File: src/rtl/vietnamese_digraph_transcoder_top_defines.svh
// Assertion macros for the Vietnamese digraph transcoder.
// Used by the top level only; depends on a signal named clock and one named reset.
`ifndef VIETNAMESE_DIGRAPH_TRANSCODER_TOP_DEFINES_SVH
`define VIETNAMESE_DIGRAPH_TRANSCODER_TOP_DEFINES_SVH

// The consequent must hold in the same cycle as the antecedent.
`define VDT_ASSERT_SAME(label, ante, cons, msg) \
   label: assert property (@(posedge clock) disable iff (reset) (ante) |-> (cons)) \
      else $error(msg);

// The consequent must hold in the cycle after the antecedent.
`define VDT_ASSERT_NEXT(label, ante, cons, msg) \
   label: assert property (@(posedge clock) disable iff (reset) (ante) |=> (cons)) \
      else $error(msg);

`endif

File: src/rtl/vdt_pkg.sv
// Shared types, constants and lookup functions of the Vietnamese digraph transcoder.
// No dependencies; imported by the decoder, the top level and the testbench.
package vdt_pkg;

   localparam logic [7:0] CharOne   = 8'h31;
   localparam logic [7:0] CharFive  = 8'h35;
   localparam logic [7:0] CharZero  = 8'h30;
   localparam logic [7:0] CharSix   = 8'h36;
   localparam logic [7:0] CharSeven = 8'h37;
   localparam logic [7:0] CharEight = 8'h38;
   localparam logic [7:0] CharNine  = 8'h39;
   localparam logic [7:0] ChLowA    = 8'h61;
   localparam logic [7:0] ChLowD    = 8'h64;
   localparam logic [7:0] ChLowE    = 8'h65;
   localparam logic [7:0] ChLowI    = 8'h69;
   localparam logic [7:0] ChLowO    = 8'h6f;
   localparam logic [7:0] ChLowU    = 8'h75;
   localparam logic [7:0] ChLowY    = 8'h79;
   localparam logic [7:0] ChUpD     = 8'h44;

   localparam logic [7:0] BaseA8 = 8'd128;
   localparam logic [7:0] BaseA6 = 8'd134;
   localparam logic [7:0] BaseE6 = 8'd140;
   localparam logic [7:0] BaseO7 = 8'd146;
   localparam logic [7:0] BaseO6 = 8'd152;
   localparam logic [7:0] BaseU7 = 8'd158;
   localparam logic [7:0] CodeD9 = 8'd249;
   localparam logic [7:0] CodeUpD9 = 8'd250;
   localparam logic [7:0] ToneA  = 8'd164;
   localparam logic [7:0] ToneE  = 8'd169;
   localparam logic [7:0] ToneU  = 8'd210;

   // Result queue geometry.
   localparam int QDepth = 4;
   localparam int PtrW   = $clog2(QDepth);
   localparam int CntW   = $clog2(QDepth + 1);

   typedef struct packed {
      logic       held_valid;
      logic [7:0] held_byte;
      logic       held_is_base;
   } state_type;

   typedef struct packed {
      logic [1:0] count;
      logic [7:0] byte0;
      logic       last0;
      logic [7:0] byte1;
      logic       last1;
   } emit_type;

   function automatic logic is_base(input logic [7:0] b);
      return (b == BaseA8) || (b == BaseA6) || (b == BaseE6) ||
             (b == BaseO7) || (b == BaseO6) || (b == BaseU7);
   endfunction

   function automatic logic is_lead(input logic [7:0] b);
      return (b == ChLowA) || (b == ChLowE) || (b == ChLowI) || (b == ChLowO) ||
             (b == ChLowU) || (b == ChLowY) || (b == ChLowD) || (b == ChUpD);
   endfunction

   function automatic logic is_tone_digit(input logic [7:0] b);
      return (b >= CharOne) && (b <= CharFive);
   endfunction

   // Code of a lead letter followed by a digit, zero when the pair is not listed.
   function automatic logic [7:0] pair_code(input logic [7:0] letter,
                                            input logic [7:0] digit);
      logic [7:0] diff;
      logic [2:0] k;
      logic [7:0] code;
      diff = digit - CharOne;
      k    = diff[2:0];
      code = 8'd0;
      if (is_tone_digit(digit)) begin
         case (letter)
            ChLowA: code = ToneA + {5'd0, k};
            ChLowE: code = ToneE + {5'd0, k};
            ChLowU: code = ToneU + {5'd0, k};
            ChLowI: begin
               case (k)
                  3'd0: code = 8'd174;
                  3'd1: code = 8'd175;
                  3'd2: code = 8'd181;
                  3'd3: code = 8'd182;
                  default: code = 8'd183;
               endcase
            end
            ChLowO: begin
               case (k)
                  3'd0: code = 8'd184;
                  3'd1: code = 8'd190;
                  3'd2: code = 8'd198;
                  3'd3: code = 8'd199;
                  default: code = 8'd208;
               endcase
            end
            ChLowY: begin
               case (k)
                  3'd0: code = 8'd215;
                  3'd1: code = 8'd216;
                  3'd2: code = 8'd221;
                  3'd3: code = 8'd222;
                  default: code = 8'd248;
               endcase
            end
            default: code = 8'd0;
         endcase
      end
      if (letter == ChLowA && digit == CharEight) code = BaseA8;
      if (letter == ChLowA && digit == CharSix)   code = BaseA6;
      if (letter == ChLowE && digit == CharSix)   code = BaseE6;
      if (letter == ChLowO && digit == CharSeven) code = BaseO7;
      if (letter == ChLowO && digit == CharSix)   code = BaseO6;
      if (letter == ChLowU && digit == CharSeven) code = BaseU7;
      if (letter == ChLowD && digit == CharNine)  code = CodeD9;
      if (letter == ChUpD  && digit == CharNine)  code = CodeUpD9;
      return code;
   endfunction

endpackage

File: src/rtl/vdt_decode.sv
// Per-byte decision of the transcoder: pending state plus one input byte give
// the next pending state and up to two result bytes. Depends on vdt_pkg.
module vdt_decode (
   input  vdt_pkg::state_type cur_state,
   input  logic [7:0]         in_byte,
   input  logic               in_last,
   output vdt_pkg::state_type next_state,
   output vdt_pkg::emit_type  emit
);
   import vdt_pkg::*;

   logic [7:0] code;
   logic [7:0] digit_val;

   assign code      = pair_code(cur_state.held_byte, in_byte);
   assign digit_val = in_byte - CharZero;

   always_comb begin
      logic       used;
      logic [1:0] n;
      logic [7:0] r0;
      logic [7:0] r1;
      logic       l0;
      logic       l1;
      state_type  ns;
      used = 1'b0;
      n    = 2'd0;
      r0   = 8'd0;
      r1   = 8'd0;
      l0   = 1'b0;
      l1   = 1'b0;
      ns   = cur_state;

      if (cur_state.held_valid) begin
         if (cur_state.held_is_base && is_tone_digit(in_byte)) begin
            r0 = cur_state.held_byte + digit_val;
            n  = 2'd1;
            ns.held_valid = 1'b0;
            used = 1'b1;
         end else if (!cur_state.held_is_base && code != 8'd0) begin
            // A pair that lands on a base code stays pending for a tone digit.
            if (is_base(code)) begin
               ns.held_byte    = code;
               ns.held_is_base = 1'b1;
            end else begin
               r0 = code;
               n  = 2'd1;
               ns.held_valid = 1'b0;
            end
            used = 1'b1;
         end else begin
            r0 = cur_state.held_byte;
            n  = 2'd1;
            ns.held_valid = 1'b0;
         end
      end

      if (!used) begin
         if (is_lead(in_byte)) begin
            ns.held_valid   = 1'b1;
            ns.held_byte    = in_byte;
            ns.held_is_base = 1'b0;
         end else if (is_base(in_byte)) begin
            ns.held_valid   = 1'b1;
            ns.held_byte    = in_byte;
            ns.held_is_base = 1'b1;
         end else begin
            if (n == 2'd0) r0 = in_byte;
            else           r1 = in_byte;
            n = n + 2'd1;
         end
      end

      if (in_last) begin
         if (ns.held_valid) begin
            if (n == 2'd0) r0 = ns.held_byte;
            else           r1 = ns.held_byte;
            n = n + 2'd1;
            ns.held_valid   = 1'b0;
            ns.held_is_base = 1'b0;
         end
         if (n == 2'd1) l0 = 1'b1;
         else           l1 = 1'b1;
      end

      next_state  = ns;
      emit.count  = n;
      emit.byte0  = r0;
      emit.last0  = l0;
      emit.byte1  = r1;
      emit.last1  = l1;
   end

endmodule

File: src/rtl/vietnamese_digraph_transcoder_top.sv
// Vietnamese digraph transcoder: folds VNI letter-plus-digit pairs of a text
// byte stream into single code-page bytes.
//
// Input channel req_*: one text byte per word in req_tdata, req_tlast marks the
// final byte of a string and flushes any pending letter or base code.
// Result channel rsp_*: one code-page or plain byte per word in rsp_tdata,
// rsp_tlast on the final result byte of a string.
// Each accepted word is decoded in the cycle it is taken, against the one
// pending byte, and yields zero, one or two result words. Those are written
// into a four-entry result queue, so results are offered from registers.
// Throughput: one input word per cycle while results drain at least as fast
// as they are produced. req_tready drops when fewer than two queue entries
// would be free, so a stalled receiver backs up the input after at most a few
// words; nothing is lost or reordered.
// Reset clears the pending byte and empties the queue.
`include "vietnamese_digraph_transcoder_top_defines.svh"

module vietnamese_digraph_transcoder_top (
   input  logic       clock,
   input  logic       reset,
   input  logic       req_tvalid,
   output logic       req_tready,
   input  logic [7:0] req_tdata,   // [7:0] in_byte
   input  logic       req_tlast,
   output logic       rsp_tvalid,
   input  logic       rsp_tready,
   output logic [7:0] rsp_tdata,   // [7:0] out_byte
   output logic       rsp_tlast
);
   import vdt_pkg::*;

   state_type  state_ff;
   state_type  state_in;
   emit_type   emit;

   logic [7:0]      data_ff [QDepth];
   logic            last_ff [QDepth];
   logic [PtrW-1:0] wr_ptr_ff;
   logic [PtrW-1:0] wr_ptr_in;
   logic [PtrW-1:0] rd_ptr_ff;
   logic [PtrW-1:0] rd_ptr_in;
   logic [CntW-1:0] count_ff;
   logic [CntW-1:0] count_in;
   logic [PtrW-1:0] wr_ptr_next;

   logic req_accept;
   logic rsp_accept;
   logic last_accept;
   logic [1:0] push_n;

   vdt_decode u_decode (
      .cur_state  (state_ff),
      .in_byte    (req_tdata),
      .in_last    (req_tlast),
      .next_state (state_in),
      .emit       (emit)
   );

   assign req_tready = (count_ff <= CntW'(QDepth - 2));
   assign req_accept = req_tvalid && req_tready;
   assign last_accept = req_accept && req_tlast;
   assign rsp_tvalid = (count_ff != '0);
   assign rsp_accept = rsp_tvalid && rsp_tready;
   assign rsp_tdata  = data_ff[rd_ptr_ff];
   assign rsp_tlast  = last_ff[rd_ptr_ff];

   assign push_n      = req_accept ? emit.count : 2'd0;
   assign wr_ptr_next = wr_ptr_ff + PtrW'(1);
   assign wr_ptr_in   = wr_ptr_ff + PtrW'(push_n);
   assign rd_ptr_in   = rsp_accept ? rd_ptr_ff + PtrW'(1) : rd_ptr_ff;
   assign count_in    = count_ff + CntW'(push_n) - CntW'(rsp_accept);

   always_ff @(posedge clock) begin
      if (reset) begin
         state_ff  <= '0;
         wr_ptr_ff <= '0;
         rd_ptr_ff <= '0;
         count_ff  <= '0;
      end else begin
         if (req_accept) state_ff <= state_in;
         wr_ptr_ff <= wr_ptr_in;
         rd_ptr_ff <= rd_ptr_in;
         count_ff  <= count_in;
      end
   end

   // Queue entries are payload only; the count says which ones are live.
   always_ff @(posedge clock) begin
      if (push_n != 2'd0) begin
         data_ff[wr_ptr_ff] <= emit.byte0;
         last_ff[wr_ptr_ff] <= emit.last0;
      end
      if (push_n == 2'd2) begin
         data_ff[wr_ptr_next] <= emit.byte1;
         last_ff[wr_ptr_next] <= emit.last1;
      end
   end

   `VDT_ASSERT_SAME(a_queue_bound, 1'b1, count_ff <= CntW'(QDepth), "result queue overflow")
   `VDT_ASSERT_NEXT(a_last_gives_result, last_accept, count_ff != '0, "final word gave no result")
   `VDT_ASSERT_NEXT(a_last_flushes, last_accept, !state_ff.held_valid, "held byte not flushed")

endmodule

File: config.mk
export PLATFORM = sky130hd
export DESIGN_NAME = vietnamese_digraph_transcoder_top
export DESIGN_NICKNAME = d
export VERILOG_FILES = /design/src/rtl/vdt_pkg.sv /design/src/rtl/vdt_decode.sv /design/src/rtl/vietnamese_digraph_transcoder_top.sv
export VERILOG_INCLUDE_DIRS = /design/src /design/src/rtl
export SDC_FILE = /design/constraint.sdc
export NUM_CORES = 1
export LEC_CHECK = 0
export ABC_AREA = 0
export BUFFER_PORTS_ARGS = -buffer_cell sky130_fd_sc_hd__buf_2
export CAP_MARGIN = 30
export CELL_PAD_IN_SITES_DETAIL_PLACEMENT = 1
export CELL_PAD_IN_SITES_GLOBAL_PLACEMENT = 1
export CORE_ASPECT_RATIO = 0.9
export CORE_MARGIN = 10
export CORE_UTILIZATION = 44
export CTS_CLUSTER_DIAMETER = 40
export DETAILED_ROUTE_END_ITERATION = 6
export GPL_TIMING_DRIVEN = 0
export HOLD_SLACK_MARGIN = 0.05
export PLACE_DENSITY_LB_ADDON = 0.1
export SYNTH_ARGS = -nofsm -noshare
export SYNTH_HDL_FRONTEND = slang
export SYNTH_HIERARCHICAL = 1
export SYNTH_SLANG_ARGS = --single-unit
File: constraint.sdc
create_clock -name clock -period 4.7 [get_ports clock]
set_input_delay 0.47 -clock clock [delete_from_list [all_inputs] [get_ports clock]]
set_output_delay 0.47 -clock clock [all_outputs]
set_load 0.02 [all_outputs]
* After elaboration in Yosys (flattened, before gate mapping)
Memories as Yosys holds them, arrays and structs flattened. A register that Yosys moved wholly into a read port is not among the register bits.
Cells that the tools add are included.
** Storage, ports and cells
- Flip-flop bits (word level) :: 17
- Latch bits :: 0
- Bits in writable memories :: 36
- ROM bits :: 0
- Bits of input ports :: 13
- Memories :: 2
** Cells by class
- Add/subtract/negate cells :: 13
- $mul :: 0
- Divide/modulo/power cells :: 0
- $lt $le $gt $ge :: 3
- Equal/unequal tests :: 37
- Shift operators :: 0
- Muxes and demuxes :: 70
- Bitwise operators :: 0
- Reductions and logical operators :: 37
** Memories
- data_ff :: words 4, width 8, rd ports 1, clocked after memory_dff 1, write ports 2, RTL line vietnamese_digraph_transcoder_top.sv:36 : logic [7:0] data_ff [QDepth];
- last_ff :: words 4, width 1, rd ports 1, clocked after memory_dff 1, write ports 2, RTL line vietnamese_digraph_transcoder_top.sv:37 : logic last_ff [QDepth];
** Operator list (count)
- 8-bit two-way mux :: 27
- 8-bit by 7-bit equality test with 1-bit output, second input constant :: 16
- 8-bit equality test, second input constant :: 12
- 8-bit case mux with 6 select lines :: 1
- 10-bit two-way mux :: 4
- 8-bit by 6-bit equality test with 1-bit output, second input constant :: 4
- 7-bit case mux with 4 select lines :: 1
- 9-bit two-way mux :: 3
- 2-bit two-way mux :: 13
- 6-bit case mux with 4 select lines :: 1
- 5-bit case mux with 4 select lines :: 1
- 1-bit two-way mux :: 19
- 1-bit logical OR :: 17
- 8-bit by 3-bit adder with 8-bit output, first input constant :: 2
- 1-bit logical AND :: 13
- 2-bit by 1-bit adder with 2-bit output, second input constant :: 4
- 7-bit by 4-bit adder with 8-bit output, first input constant :: 1
- 8-bit adder :: 1
- 8-bit by 6-bit >= comparator with 1-bit output, second input constant :: 1
- 8-bit by 6-bit <= comparator with 1-bit output, second input constant :: 1
- 8-bit nonzero test :: 1
- 8-bit by 6-bit subtractor with 8-bit output, second input constant :: 1
- 3-bit by 2-bit equality test with 1-bit output, second input constant :: 2
- 2-bit zero test :: 2
- other kinds (12) :: 12

* Logic depth before layout (Yosys ltp)
Gate-level depths: netlist of run 1.
- Depth after elaboration :: 35
- Mapped depth :: 24
- Mapped depth without buffers :: 23

* Cells and area by module
Netlist of run 1, hierarchy kept.
** Modules (own cells, without submodules)
- vietnamese_digraph_transcoder_top :: times used 1, cells each 197, area each 2681.3 um^2, seq. area each 1461.4 um^2
- vdt_decode :: times used 1, cells each 390, area each 2590.0 um^2, seq. area each 0.0 um^2

* Worst setup path after synthesis of run 1
OpenSTA, ideal clock, no wires.
- Kind :: flip-flop to flip-flop
- From :: register state_ff[2] (netlist bit)
- To :: register count_ff[2]
- Setup time :: 0.128 ns
- Arrival :: 4.431 ns
- Path slack :: 0.141 ns
- Stages on the path, launching flop included :: 23
- Period minus slack after synthesis :: 4.559 ns
- Cell sequence :: dfxtp_1 > buf_6 > or4b_4 > or4_4 > o311ai_2 > nor3_2 > a21oi_1 > a21boi_0 > ha_1 > nand2_1 > nand2_1 > o21ai_2 > xor2_1 > and3_1 > inv_1 > ha_1 > inv_1 > ha_1 > inv_1 > fa_1 > xnor2_1 > xnor2_1 > nor2_1
** RTL lines
- start, declared :: RTL line vietnamese_digraph_transcoder_top.sv:32 : state_type state_ff;
- start signal, assigned :: RTL line vietnamese_digraph_transcoder_top.sv:80 : if (req_accept) state_ff <= state_in;
- end signal, assigned :: RTL line vietnamese_digraph_transcoder_top.sv:83 : count_ff <= count_in;
- end, declared :: RTL line vietnamese_digraph_transcoder_top.sv:42 : logic [CntW-1:0] count_ff;

==> results of run 1 <==
-- power groups by stage --
stage | registers [uW] | clock network, uW | logic [uW]
5_1_grt | 624 | 408 | 672
6_report | 616 | 382 | 607
3_5_place_dp | 627 | 0 | 580
4_1_cts | 617 | 390 | 601
3_3_place_gp | 625 | 0 | 554
2_1_floorplan | 616 | 0 | 412
-- worst min path at each step --
stage / start / endpoint / slack (ns) / depth (start not counted)
6_report: state_ff[5] / state_ff[5] / 0.49 / 2
3_5_place_dp: state_ff[5] / state_ff[5] / 0.48 / 2
3_3_place_gp: state_ff[0] / state_ff[0] / 0.46 / 2
5_1_grt: state_ff[0] / state_ff[0] / 0.52 / 2
4_1_cts: state_ff[5] / state_ff[5] / 0.49 / 2
2_1_floorplan: state_ff[0] / state_ff[0] / 0.45 / 2
-- layout make-up --
class                      instances  share of cell area [%]
inverter                          30                    1.84
clock buffer                       5                    2.05
sequential                        55                    24.0
clock inverter                     3                   0.327
buffer                            34                    2.76
tap                              156                    3.19
timing repair buffer              39                    3.89
multi-input combinational        467                    61.9
-- critical path, cell delays in order, from the launching register on --
cell and delay (ns):
dfxtp_1 0.31, clkbuf_2 0.22, nor4bb_1 0.58, nand4_1 0.37
o311ai_4 0.18, nor3_4 0.08, a21oi_2 0.20, a21boi_2 0.09
ha_1 0.29, nand2_1 0.07, nand2_2 0.07, o21ai_4 0.20
xor2_2 0.11, buf_4 0.16, buf_4 0.14, nand2b_1 0.21
or4_1 0.51, buf_6 0.19, mux2_4 0.31
-- registers in the layout (all words and copies together), names as in the netlist, named ones only --
register and cells:
last_ff 4, count_ff 3, data_ff 32, state_ff 10
wr_ptr_ff 2, rd_ptr_ff 2
-- per-layer routing --
layer | global-route usage (%) | share of wire (%) | wire (um)
met5 | 0 | 0 | 0
met4 | 5.91 | 1.6 | 299
met3 | 5.72 | 8.2 | 1510
met2 | 32.8 | 44 | 8220
met1 | 30.2 | 46 | 8500
-- metrics by stage --
step	util, %	setup slack, ns	setup TNS (ns)	power [uW]	instances
after floorplan	-	0.141	0	1030	587
after global placement	48.2	-1.09	-62.80	1180	765
after detailed placement	48.4	-0.948	-51.37	1210	768
after CTS	51.0	0.0190	0	1610	780
after global routing	52.8	-0.0231	-0.0231	1700	789
final	52.8	0.139	0	1610	789
-- placed cells by master (no fill, tap or decap), types with 14 or more instances in the layout --
master	n
edfxtp_1	36
nand2b_1	14
buf_2	29
o21ai_0	35
clkbuf_1	15
nand3_1	27
mux2_2	30
dfxtp_1	14
nor2_1	48
nand2_1	36
ha_1	25
a21oi_1	38
inv_1	28
buf_4	15
-- cells by family (layout without fill, tap and decap cells) --
family	after synthesis	count (layout)	share of synthesized area (%)
buffers and inverters	65	111	5.17
flip-flops	55	55	27.7
multiplexers	54	54	14.0
XOR/XNOR	14	14	2.47
adder cells (fa/ha/maj)	31	31	7.64
AO/OA/AOI/OAI	162	162	20.9
AND/OR/NAND/NOR	206	206	22.1
-- timing repair --
item,in CTS,in global routing
buffers inserted,5,8
gates resized for setup,22,40
setup endpoints to repair,75,74
hold buffers,0,0
pin swaps,4,13
cloned,0,0
==> flow_metrics.tcl, run 1 <==
set metrics [dict create \
    syn_to_final_growth_pct 16.0 \
    crit_end "data_ff[0][4]" \
    post-route-cell-area_um2 6110 \
    cp-end-kind "flop" \
    yosys-top-cells-count "nor2_1 (48), a21oi_1 (41), nand2_1 (37)" \
    dpl.hpwl_um 13700 \
    portBuffers 22 \
    power_density_nw_per_um2 263 \
    combPwrFrac_pct 37.8 \
    p_int_uw 1030 \
    synth_top_area_cell "edfxtp_1" \
    gp_congestion 0.960 \
    synth_top_area_share_pct 20.5 \
    grt_pass1_vias 4990 \
    cp.required_ns 4.76 \
    start_kind "flop" \
    finalHoldViolCount 0 \
    synth_fp_nets 631 \
    skew_ns 0.00624 \
    post_drt_via_cell_ratio 6.53 \
    overflow 0 \
    drc 0 \
    status "complete, no violations" \
    grt_max_degree 18 \
    final.period_utilization_pct 97.0 \
    worstRegToRegCells 18 \
    routed_wl_um 18500 \
    syn-mean-instance-area_um2 8.98 \
    ys_seq_area_share_pct 27.7 \
    switchingPower_uw 580 \
    start_util_pct 45.5 \
    setup_violations 0 \
    yosysMostFrequentCell "nor2_1" \
    drive_above_1_share_pct 26.2 \
    startpoint "state_ff[5]" \
    ir_drop_uv 273 \
    tritoncts "yes" \
    ys_ff_latch 55 \
    fp.dieH_um 124 \
    rrSetupSlack_ns 0.14 \
    dieArea_um2 16800 \
    chipWidth_um 135 \
    finalCriticalPeriod_ns 4.56 \
    drt_iter0_drc 480 \
    nFillCells 1360 \
    hp-class "reg2reg" \
    worst-slew-pin-transition_ns 1.08 \
    timing.rr.end "data_ff[0][4]" \
    numCtsBuffers 5 \
    clk_latency_ns 0.31 \
    clkTransAtPathRegs_ns 0.07 \
    antenna_found_initial 0 \
    ant_nets 0 \
    dr.pass1.iters 5 \
    rr_startpoint "state_ff[5]" \
    placed_area_um2 5610 \
    worstPathMaxFanout 10 \
    synth_area_leaders "edfxtp_1 (21%), dfxtp_1 (7.2%), ha_1 (6.9%), mux2_2 (6.4%), a21oi_1 (3.9%)" \
    final-max-slew-violation-count 0 \
    syn_area_um2 5270 \
    rows 37 \
    grt_pass1_wl_um 28700 \
    synth.distinct_cells 83 \
    fmax_ghz 0.219 \
    vias 5156 \
    switching_share_pct 36.1 \
    h-tree-depth 2 \
    hold_ws_ns 0.491 \
    synthFlopType "edfxtp_1" \
    power_frac_seq_pct 38.4 \
    clockRootBuffer "clkbuf_16" \
    synth_warnings 6 \
    seqCellArea_um2 1470 \
    multi_input_area_um2 3780 \
    final_nets 676 \
    wl_per_cell_um 23.5 \
    cts.sinks 55 \
    io_pins 24 \
    slew-limit-headroom_pct 27.1 \
    synth_cells 587 \
    cts_buffer_depth 2 \
    synth_async_sr_flop_share_pct 0 \
    n_antenna_cell 0 \
    cap_violations 0 \
    power_frac_clock_pct 23.8 \
    synth_edf_count 36 \
    grt.total_usage_pct 21.8 \
    arrival_ns 4.62 \
    worstSetupPathType "reg2reg" \
    core-area_um2 11600 \
    p_leak_uw 0.00215 \
]
(Power assumes the default switching activity.)
==> inputs of run 2 (changes only) <==
--- a/config.mk
+++ b/config.mk
@@ -13,7 +13,7 @@
 export CELL_PAD_IN_SITES_GLOBAL_PLACEMENT = 1
 export CORE_ASPECT_RATIO = 0.9
 export CORE_MARGIN = 10
-export CORE_UTILIZATION = 44
+export CORE_UTILIZATION = 49
 export CTS_CLUSTER_DIAMETER = 40
 export DETAILED_ROUTE_END_ITERATION = 6
 export GPL_TIMING_DRIVEN = 0
==> constraint.sdc (replaced) <==
create_clock -name clock -period 5 [get_ports clock]
set_input_delay 0.5 -clock clock [delete_from_list [all_inputs] [get_ports clock]]
set_output_delay 0.5 -clock clock [all_outputs]
set_load 0.02 [all_outputs]
==> run 2 against run 1 <==
Worst hold slack gained 0.0036 ns. Critical path depth grew 1. Sequential share of layout area grew 0.67 points. Worst setup slack lost 0.056 ns. Die area shrank 8.7%. Via count shrank 0.35%. Largest power group unchanged. Highest routed layer unchanged.
==> flow_metrics.tcl, run 2 (same netlist as run 1, synthesis figures left out) <==
set metrics [dict create \
    rr_startpoint "state_ff[2]" \
    switching_share_pct 35.4 \
    whs_path_depth 2 \
    final-max-slew-violation-count 0 \
    skew_ns 0.00478 \
    cts.sinks 55 \
    dieArea_um2 15300 \
    worstRegToRegCells 17 \
    wl_per_cell_um 25.6 \
    cpMostUsedCell "ha_1" \
    chipWidth_um 129 \
    routed_wl_um 19200 \
    rows 35 \
    timing.rr.end "data_ff[0][6]" \
    power_frac_clock_pct 26.1 \
    fin_ws_ns 0.0834 \
    vias 5138 \
    status "complete, no violations" \
    place_ws_ns -0.798 \
    clkTransAtPathRegs_ns 0.07 \
    rsz0062_at_grt "true" \
    regMostFlops "data_ff" \
    post-route-util_pct 57.2 \
    overflow 0 \
    cts_buffer_depth 2 \
    grt_max_degree 18 \
    numCtsBuffers 5 \
    clk_latency_ns 0.30 \
    switchingPower_uw 557 \
    combPwrFrac_pct 36.7 \
    crit_chain "buf_2 > inv_1 > ha_1 > and3b_1 > nand4_1 > o311ai_2 > nor3_4 > a21oi_2 > a21boi_0 > ha_1 > nand2_1 > nand2_1 > o21ai_4 > ha_1 > mux2_2 > nand2b_2 > or4_1 > buf_6 > mux2_4" \
    cap_violations 0 \
    hp-class "reg2reg" \
    dpl.hpwl_um 14100 \
    tritoncts "yes" \
    final.period_utilization_pct 98.3 \
    portBuffers 22 \
    finalHoldViolCount 0 \
    ir_drop_uv 268 \
    p_leak_uw 0.00209 \
    power_frac_seq_pct 37.1 \
    finalCriticalPeriod_ns 4.92 \
    cp.required_ns 5.05 \
    start_kind "input port" \
    tns_ns 0 \
    cp-end-kind "flop" \
    holdBufCountCts 0 \
    placed_area_um2 5570 \
    h-tree-depth 2 \
    final_common_cell "nor2_1" \
    gp_congestion 0.956 \
    start_util_pct 50.8 \
    p_total_uw 1570 \
    cp_slowest_cell "or4_1" \
    post-route-cell-area_um2 5930 \
    fmax_ghz 0.203 \
    final_nets 665 \
    worst-slew-pin-transition_ns 0.949 \
    io_pins 24 \
    reg.largest.list "data_ff x32, state_ff x10, last_ff x4" \
    max_stage_delay_ns 0.52 \
    antenna_found_initial 0 \
    n_antenna_cell 0 \
    dr.pass1.iters 5 \
    slew-limit-headroom_pct 35.9 \
    rrSetupSlack_ns 0.08 \
    clockRootBuffer "clkbuf_16" \
    mostFrequentLayoutCells "nor2_1 (48), a21oi_1 (39), nand2_1 (37)" \
    ant_nets 0 \
    grt.total_usage_pct 24.3 \
    syn_to_final_growth_pct 12.6 \
    worstPathMaxFanout 9 \
    crit_end "data_ff[0][6]" \
    startpoint "req_tdata[1]" \
    fp.dieH_um 118 \
    drc 0 \
    setup_violations 0 \
    drive_above_1_share_pct 23.0 \
    core-area_um2 10400 \
    power_density_nw_per_um2 265 \
    grt_pass1_vias 5221 \
    grt_pass1_wl_um 29700 \
    drt_iter0_drc 601 \
    arrival_ns 4.97 \
    post_drt_via_cell_ratio 6.84 \
    worstSetupPathType "in2reg" \
    p_int_uw 1010 \
    largest_reg_flops 32 \
]
## run 2: metrics by stage
| step | hold slack, ns | std cells |
|---|---|---|
| after floorplan | 0.453 | 587 |
| after global placement | 0.461 | 738 |
| after detailed placement | 0.483 | 741 |
| after CTS | 0.494 | 750 |
| after global routing | 0.533 | 751 |
| final | 0.494 | 751 |
## run 2: layout make-up
class / count / area, um2
clock inverter: 2 / 36.3
inverter: 30 / 113
fill: 1222 / 4450
tap: 129 / 161
buffer: 34 / 160
clock buffer: 6 / 129
multi-input combinational: 467 / 3700
timing repair buffer: 28 / 164
sequential: 55 / 1470
## run 2: per-layer routing
metal	track usage [%]	up-vias	routed length, um
met5	0	-	0
met4	8.45	0	668
met3	5.59	54	1500
met2	38.1	239	8840
met1	31.9	2548	8190
li1	-	2297	-
## run 2: power by group through the flow
stage	registers, uW	clock network (uW)	logic [uW]
2_1_floorplan	579	0	387
3_3_place_gp	587	0	515
3_5_place_dp	593	0	546
4_1_cts	584	411	559
5_1_grt	591	431	634
6_report	583	411	577
## run 2: worst max-delay path: cells and delay by family
family,cells,cell delay [ns]
compound gates,4,0.83
mux,2,0.60
simple gates,7,1.56
buf+inv,3,0.64
fa+ha+maj,3,0.84
## run 2: how the worst min path moves through the flow
stage | from | to | slack, ns
after global routing | state_ff[0] | state_ff[0] | 0.53
after floorplan | state_ff[0] | state_ff[0] | 0.45
after global placement | state_ff[0] | state_ff[0] | 0.46
final | state_ff[0] | state_ff[0] | 0.49
after CTS | state_ff[0] | state_ff[0] | 0.49
after detailed placement | state_ff[0] | state_ff[0] | 0.48
## run 2: repair_timing
action                     in CTS  in global routing
buffers inserted                1                  2
setup endpoints to repair      73                 73
pin swaps                       1                  5
gates resized for setup        13                 24
==> inputs of run 3 (changes only) <==
--- a/config.mk
+++ b/config.mk
@@ -16,7 +16,6 @@
 export CORE_UTILIZATION = 49
 export CTS_CLUSTER_DIAMETER = 40
 export DETAILED_ROUTE_END_ITERATION = 6
-export GPL_TIMING_DRIVEN = 0
 export HOLD_SLACK_MARGIN = 0.05
 export PLACE_DENSITY_LB_ADDON = 0.1
 export SYNTH_ARGS = -nofsm -noshare
==> run 3 against run 2 <==
Final area down 0.30%. Clock-buffer cell count down 1. Clock power down 11%. Critical endpoint is now data_ff[2][0]. Largest cell class unchanged.
==> flow_metrics.tcl, run 3 (same netlist as run 1, synthesis figures left out) <==
set metrics [dict create \
    clk_latency_ns 0.30 \
    multi_input_area_um2 3540 \
    setup_violations 0 \
    status "complete, no violations" \
    n_antenna_cell 0 \
    rsz0062_at_grt "false" \
    drt_iter0_drc 553 \
    cp.required_ns 5.18 \
    worst-slew-pin-transition_ns 0.932 \
    numCtsBuffers 5 \
    seqCellArea_um2 1460 \
    fmax_ghz 0.212 \
    regMostFlops "data_ff" \
    worstSetupPathType "reg2reg" \
    antenna_found_initial 0 \
    clkTransAtPathRegs_ns 0.08 \
    holdBufCountCts 0 \
    nFillCells 1226 \
    finalCriticalPeriod_ns 4.72 \
    hold_ws_ns 0.539 \
    post_cts_buffers 0 \
    gp_congestion 1.02 \
    ir_drop_uv 215 \
    chipWidth_um 129 \
    routed_wl_um 19000 \
    power_density_nw_per_um2 254 \
    drive_above_1_share_pct 24.3 \
    ant_nets 0 \
    skew_ns 0.00726 \
    wl_per_cell_um 24.9 \
    largest_reg_flops 32 \
    fp.dieH_um 118 \
    h-tree-depth 2 \
    reg.largest.list "data_ff x32, state_ff x10, last_ff x4" \
    dieArea_um2 15300 \
    core-area_um2 10400 \
    worstPathMaxFanout 9 \
    drc 0 \
    dr.pass1.iters 5 \
    finalHoldViolCount 0 \
    tritoncts "yes" \
    final_common_cell "buf_4" \
    final.period_utilization_pct 94.4 \
    start_util_pct 50.8 \
    arrival_ns 4.90 \
    tns_ns 0 \
    cap_violations 0 \
    cp-end-kind "flop" \
    final_nets 677 \
    cts.repair.resized 0 \
    hp-class "reg2reg" \
    grt_pass1_wl_um 30200 \
    cts.sinks 55 \
    dpl.hpwl_um 14600 \
    final-max-slew-violation-count 0 \
    vias 5153 \
    grt_max_degree 22 \
    clockRootBuffer "clkbuf_16" \
    syn_to_final_growth_pct 12.2 \
    rows 35 \
    io_pins 24 \
    p_leak_uw 0.00224 \
    grt_pass1_vias 5328 \
    grt.total_usage_pct 24.6 \
    dp_cells 753 \
    finalNonFillerCells 763 \
    overflow 0 \
    start_kind "flop" \
    cts_buffer_depth 2 \
    slew-limit-headroom_pct 37.1 \
    post_drt_via_cell_ratio 6.75 \
    mostFrequentLayoutCells "buf_4 (50), nor2_1 (48), a21oi_1 (41)" \
    portBuffers 23 \
]
==> run 3: changes by cell type in the layout (fill, tap and decap cells not counted), sizes merged <==
cell	delta
buf	+32
bufinv	-1
clkbuf	-21
clkinv	+2
==> run 3: metal layers <==
layer	wire, um	GRT usage (%)	part of all wire (%)
met1	8450	32.8	45
met2	8510	37.6	45
met3	1660	7.42	8.8
met4	352	6.18	1.9
met5	0	0	0
==> run 3: where the power goes <==
group,switching (uW),internal [uW],total (uW)
Sequential,61.2,548,609
Combinational,299,227,527
Clock,179,188,367
Total,540,963,1500
==> run 3: critical path: stages, from the launching register on <==
cell and delay (ns):
dfxtp_1 0.53, nand4bb_1 0.30, or4_4 0.64, o311ai_2 0.13
nor3_2 0.10, a21oi_1 0.24, a21boi_0 0.14, ha_1 0.30
nand2_1 0.06, nand2_1 0.06, o21ai_2 0.21, ha_1 0.23
and2_1 0.18, buf_4 0.16, nand3_1 0.10, nor4bb_1 0.17
a2111oi_0 0.62, buf_4 0.25, mux2_2 0.15
==> run 3: path summary, 6_finish.rpt <==
path                                   start            end  slack (ns)  depth (start not counted)
worst max-delay path             state_ff[7]  data_ff[2][0]        0.28                         18
worst min-delay path            rd_ptr_ff[0]           flop        0.54                          2
worst max register to register   state_ff[7]  data_ff[2][0]        0.28                         18
worst min register to register  rd_ptr_ff[0]           flop        0.54                          2
==> run 3: area by class of cell <==
type / instances / area share, %
clock buffer: 5 / 2.12
inverter: 30 / 1.90
tap: 129 / 2.73
timing repair buffer: 74 / 8.38
sequential: 55 / 24.7
multi-input combinational: 467 / 59.8
clock inverter: 3 / 0.381
==> run 3: stage by stage <==
stage	util (%)	worst slack (ns)	total power (uW)	instance area (um2)
after global routing	57.0	0.0352	1590	5920
after detailed placement	55.4	-0.0264	1140	5750
final	57.0	0.279	1500	5920
after floorplan	-	0.423	966	5270
after global placement	55.4	0.203	1110	5750
after CTS	56.9	0.209	1510	5900
